<file path="config.mk">
export PLATFORM = sky130hd
export DESIGN_NAME = phfs_store
export DESIGN_NICKNAME = d
export VERILOG_FILES = /design/src/rtl/phfs_pkg.sv /design/src/rtl/phfs_store.sv
export SDC_FILE = /design/constraint.sdc
export NUM_CORES = 2
export LEC_CHECK = 0
export BUFFER_PORTS_ARGS = -buffer_cell sky130_fd_sc_hd__buf_4
export CORE_ASPECT_RATIO = 1.75
export CORE_MARGIN = 1
export CORE_UTILIZATION = 57
export DETAILED_ROUTE_END_ITERATION = 10
export HOLD_SLACK_MARGIN = 0.06
export MAX_ROUTING_LAYER = met4
export PLACE_DENSITY_LB_ADDON = 0.3
export SYNTH_ARGS = -nofsm -noshare
export SYNTH_HDL_FRONTEND = slang
export SYNTH_SLANG_ARGS = --single-unit
</file>
<file path="constraint.sdc">
create_clock -name clk -period 8.3 [get_ports clk]
set_clock_uncertainty 0.15 [all_clocks]
set_input_delay 0 -clock clk [delete_from_list [all_inputs] [get_ports clk]]
set_output_delay 0 -clock clk [all_outputs]
set_load 0.02 [all_outputs]
</file>
<file path="src/rtl/phfs_pkg.sv">
// Shared types and constants of the parallel handshake frame sender.
package phfs_pkg;

  // Channel store geometry
  localparam int STORE_DEPTH = 512;
  localparam int STORE_AW    = $clog2(STORE_DEPTH);

  // Position counter width and its store bound
  localparam int POS_W = 10;
  localparam logic [POS_W-1:0] STORE_LIMIT = POS_W'(STORE_DEPTH);

  // Command codes
  localparam logic [1:0] CMD_STORE = 2'd0;
  localparam logic [1:0] CMD_START = 2'd1;
  localparam logic [1:0] CMD_POLL  = 2'd2;

  // Port register select codes
  localparam logic PORT_DATA = 1'b0;
  localparam logic PORT_CTRL = 1'b1;

  // Control register values
  localparam logic [7:0] CTRL_INIT   = 8'h10;
  localparam logic [7:0] CTRL_SELECT = 8'h14;
  localparam logic [7:0] CTRL_STROBE = 8'h15;

  // Configuration register indexes and reset values
  localparam logic CFG_CHANNEL_COUNT = 1'b0;
  localparam logic CFG_TIMEOUT_POLLS = 1'b1;
  localparam logic [8:0] CHANNEL_COUNT_RST = 9'd511;
  localparam logic [7:0] TIMEOUT_POLLS_RST = 8'd100;

  // Result buffer sizing
  localparam int MAX_RESULTS = 4;
  localparam int RCNT_W      = $clog2(MAX_RESULTS + 1);

  typedef struct packed {
    logic [1:0] command;
    logic [8:0] channel_index;
    logic [7:0] channel_value;
    logic       ack_bit;
    logic       busy_bit;
  } item_t;

  typedef struct packed {
    logic       port_select;
    logic [7:0] port_value;
    logic       last_write;
    logic       timed_out;
  } result_t;

  typedef struct packed {
    logic                en;
    logic [STORE_AW-1:0] addr;
    logic [7:0]          data;
  } store_wr_t;

  typedef struct packed {
    logic                en;
    logic [STORE_AW-1:0] addr;
  } store_rd_t;

endpackage

</file>
<file path="src/rtl/phfs_store.sv">
// Channel byte store with a zeroing sweep after reset and a registered read port.
module phfs_store (
  input  logic                         clk,
  input  logic                         rst,
  input  phfs_pkg::store_wr_t          wr,
  input  phfs_pkg::store_rd_t          rd,
  output logic [7:0]                   rd_data,
  output logic                         clearing
);
  import phfs_pkg::*;

  logic [7:0]          mem [STORE_DEPTH];
  logic [STORE_AW-1:0] clr_addr;

  // Sweep every entry to zero once after reset
  always_ff @(posedge clk) begin
    if (rst) begin
      clearing <= 1'b1;
      clr_addr <= '0;
    end else if (clearing) begin
      clr_addr <= clr_addr + STORE_AW'(1);
      if (clr_addr == STORE_AW'(STORE_DEPTH - 1)) begin
        clearing <= 1'b0;
      end
    end
  end

  // Write port: sweep has priority, no requests arrive while it runs
  always_ff @(posedge clk) begin
    if (clearing) begin
      mem[clr_addr] <= 8'd0;
    end else if (wr.en) begin
      mem[wr.addr] <= wr.data;
    end
  end

  // Read port: hold the last fetched byte until the next fetch
  always_ff @(posedge clk) begin
    if (rd.en) begin
      rd_data <= mem[rd.addr];
    end
  end

endmodule

</file>
==> impl_metrics.tcl <==
set metrics [dict create \
    initial_utilization_pct 57.2 \
    grt_pass1_wl_um 609000 \
    cts_num_sinks 4114 \
    grt_overflow_total 0 \
    power.net_switching_uw 8470 \
    die_h_um 706 \
    ir_worst_vdd_uv 210 \
    fill_cells 18839 \
    synth_seq_cells 4114 \
    final_nets 8278 \
    drive_gt1_share_pct 16.5 \
    grtUsageTotal_pct 31.0 \
    status "finished with violations" \
    finalSetupTns_ns 0 \
    clk_transition_reported_paths_ns 0.07 \
    worst_endpoint_required_time_ns 8.91 \
    worst_setup_path_endpoint "rd_data[1]" \
    synth.yosys.seq_area_share_pct 76.6 \
    dp.final_hpwl_um 261000 \
    regToRegSetupSlack_ns 3.69 \
    failed_checks "max-capacitance violations, max-slew violations" \
    seqCellArea_sq_um 123000 \
    syn-mean-instance-area_sq_um 19.7 \
    grt_antenna_before_repair 12 \
    clockRootBuffer "clkbuf_16" \
    yosysTopAreaCell "edfxtp_1" \
    place.port_buffers 38 \
    cts_inserted_buffers 340 \
    r2r_end "mem[229][7]" \
    share_comb_of_total_power_pct 4.3 \
    detail_route.vias_per_cell 6.77 \
    synth_enable_flop_cells 4104 \
    ios 39 \
    grt_setup_unrepaired "no" \
    avgRoutedWirePerCell_um 34.9 \
    die_outline_area_sq_um 285000 \
    fin_total_pwr_uw 40500 \
    critical_path.startpoint_type "primary input" \
    synth_flop_cell "edfxtp_1" \
    critical_path_peak_fanout 75 \
    tightestPinTransition_ns 1.58 \
    drt_iter0_drc 10870 \
    clkPwrFrac_pct 40.1 \
    synth.top_cells.by_count "edfxtp_1, mux2i_1, mux4_2" \
    worstPathArrival_ns 5.26 \
    hold_violations 0 \
    area.growth.synth_to_final_pct 9.27 \
    worst_setup_path_startpoint "rd[0]" \
    top_layer_used "met4" \
    grt_pass1_vias 84220 \
    total_internal_power_uw 32100 \
    synthesis.area_sq_um 161000 \
    p_leak_uw 0.0591 \
    synthesis.instances 8204 \
    swShare_pct 20.9 \
    yosys.cell_types.count 74 \
    synth.most_common_cell "edfxtp_1" \
    cts_htree_levels 5 \
    postRouteWirelength_um 430000 \
    grt_max_degree 233 \
    hold_path.class "in -> reg" \
    finalCritPeriodShare_pct 56.0 \
    report.final.slew_viol_count 7 \
    crit_type "in -> reg" \
    worstRegToRegCells 5 \
    yosysWarningCount 0 \
    drv_cap 2 \
    ant_nets 0 \
    synth-async-reset-ratio_pct 0 \
    regToRegStartpoint "clearing" \
    row_count 258 \
    dr_total_vias 83259 \
    pre_cts_setup_slack_ns 2.88 \
    cts-root-to-sink-buffers 4 \
    multi_input_area_sq_um 34800 \
    period_needed_ns 4.65 \
    chipWidth_um 404 \
    critPathCaptureType "register" \
    synthesis.nets 8236 \
    synth_top_cells_by_area "edfxtp_1, mux4_2, mux2i_1" \
    power_frac_seq_pct 55.6 \
    place_congestion 0.936 \
    drt_first_pass_iters 7 \
    final.hold.worst_slack_ns 0.147 \
    met1_length_um 141000 \
    setup_slack_ns 3.65 \
    slew-limit-headroom_pct -6.04 \
    synth_top_area_share_pct 76.4 \
    max_freq_mhz 215 \
    insertion_delay_ns 0.89 \
    core_area_sq_um 282000 \
    met3RoutedLength_um 37200 \
    drc 0 \
    power_density_nw_per_um2 230 \
    cts_tree "yes" \
    report.final.setup_viol 0 \
    route.met2.wl_um 217000 \
]
[worst min-delay path by stage]
stage          slack, ns  depth (start not counted)  startpoint     endpoint
3_3_place_gp        0.10                          2         rst  clr_addr[0]
4_1_cts             0.07                          4       wr[8]  mem[184][1]
6_report            0.15                          4       wr[8]  mem[184][1]
5_1_grt             0.13                          4       wr[8]  mem[264][1]
2_1_floorplan      -0.04                          0       rd[9]   rd_data[0]
3_5_place_dp        0.12                          2         rst  clr_addr[7]
[sequential cells by signal, indices dropped and copies added, names as in the netlist]
register / count
rd_data: 8
mem: 4096
clr_addr: 9
clearing: 1
[kinds of logic (layout without fill, tap and decap cells)]
group,count (synthesis),after routing,synth area share [%]
fa+ha+maj,2,2,0.0155
mux,1446,1446,14.1
flops,4114,4114,76.6
xor+xnor,7,7,0.0380
simple gates,1083,1083,2.87
compound gates,1019,1019,4.38
other cells,0,26,0
buf+inv,533,836,2.02
[repair_timing]
item	CTS	global route
resized for setup	0	0
hold endpoints to repair	1218	0
buffers inserted	0	0
hold buffers	24	0
setup endpoints to repair	0	0
[power by group through the flow]
stage / logic [uW] / registers [uW] / clock network (uW)
after floorplan: 1100 / 23000 / 0
after global placement: 1690 / 23000 / 0
after detailed placement: 1700 / 23000 / 0
after CTS: 1720 / 22500 / 16300
after global routing: 1780 / 22500 / 17000
final: 1750 / 22500 / 16300
[layout by cell type (no fill, tap or decap), drive strengths merged, types with 176 or more instances in the layout]
master	count
nor2	640
clkbuf	409
edfxtp	4104
nand2	176
o22ai	193
a21oi	192
mux4	656
o221ai	303
buf	200
mux2i	761
[metrics by stage]
stage          instance area [sq um]  std cells  utilization [%]
6_report                      176000      12303             62.5
5_1_grt                       176000      12294             62.5
4_1_cts                       176000      12277             62.5
3_5_place_dp                  165000      11650             58.5
3_3_place_gp                  165000      11645             58.5
2_1_floorplan                 161000       8204                -
[per-layer routing]
layer,up-vias,GRT usage [%]
li1,33965,-
met1,43239,35.6
met2,4821,50.3
met3,1234,5.40
met4,0,20.6
met5,-,-
[critical path, stage by stage]
cell	delay, ns
buf_16	0.26
buf_4	0.68
buf_4	0.76
mux2i_1	0.23
o221ai_1	0.32
o22ai_1	0.13
o21ai_0	0.52
nand2_1	0.34
nor3_1	1.27
and4_1	0.36
[cell type report]
class | count | area share [%]
multi-input combinational | 3557 | 19.8
inverter | 9 | 0.0277
clock inverter | 194 | 1.16
timing repair buffer | 224 | 1.21
tap | 3770 | 2.68
antenna | 26 | 0.0369
clock buffer | 409 | 5.08
sequential | 4114 | 70.1
(Power assumes the default switching activity.)
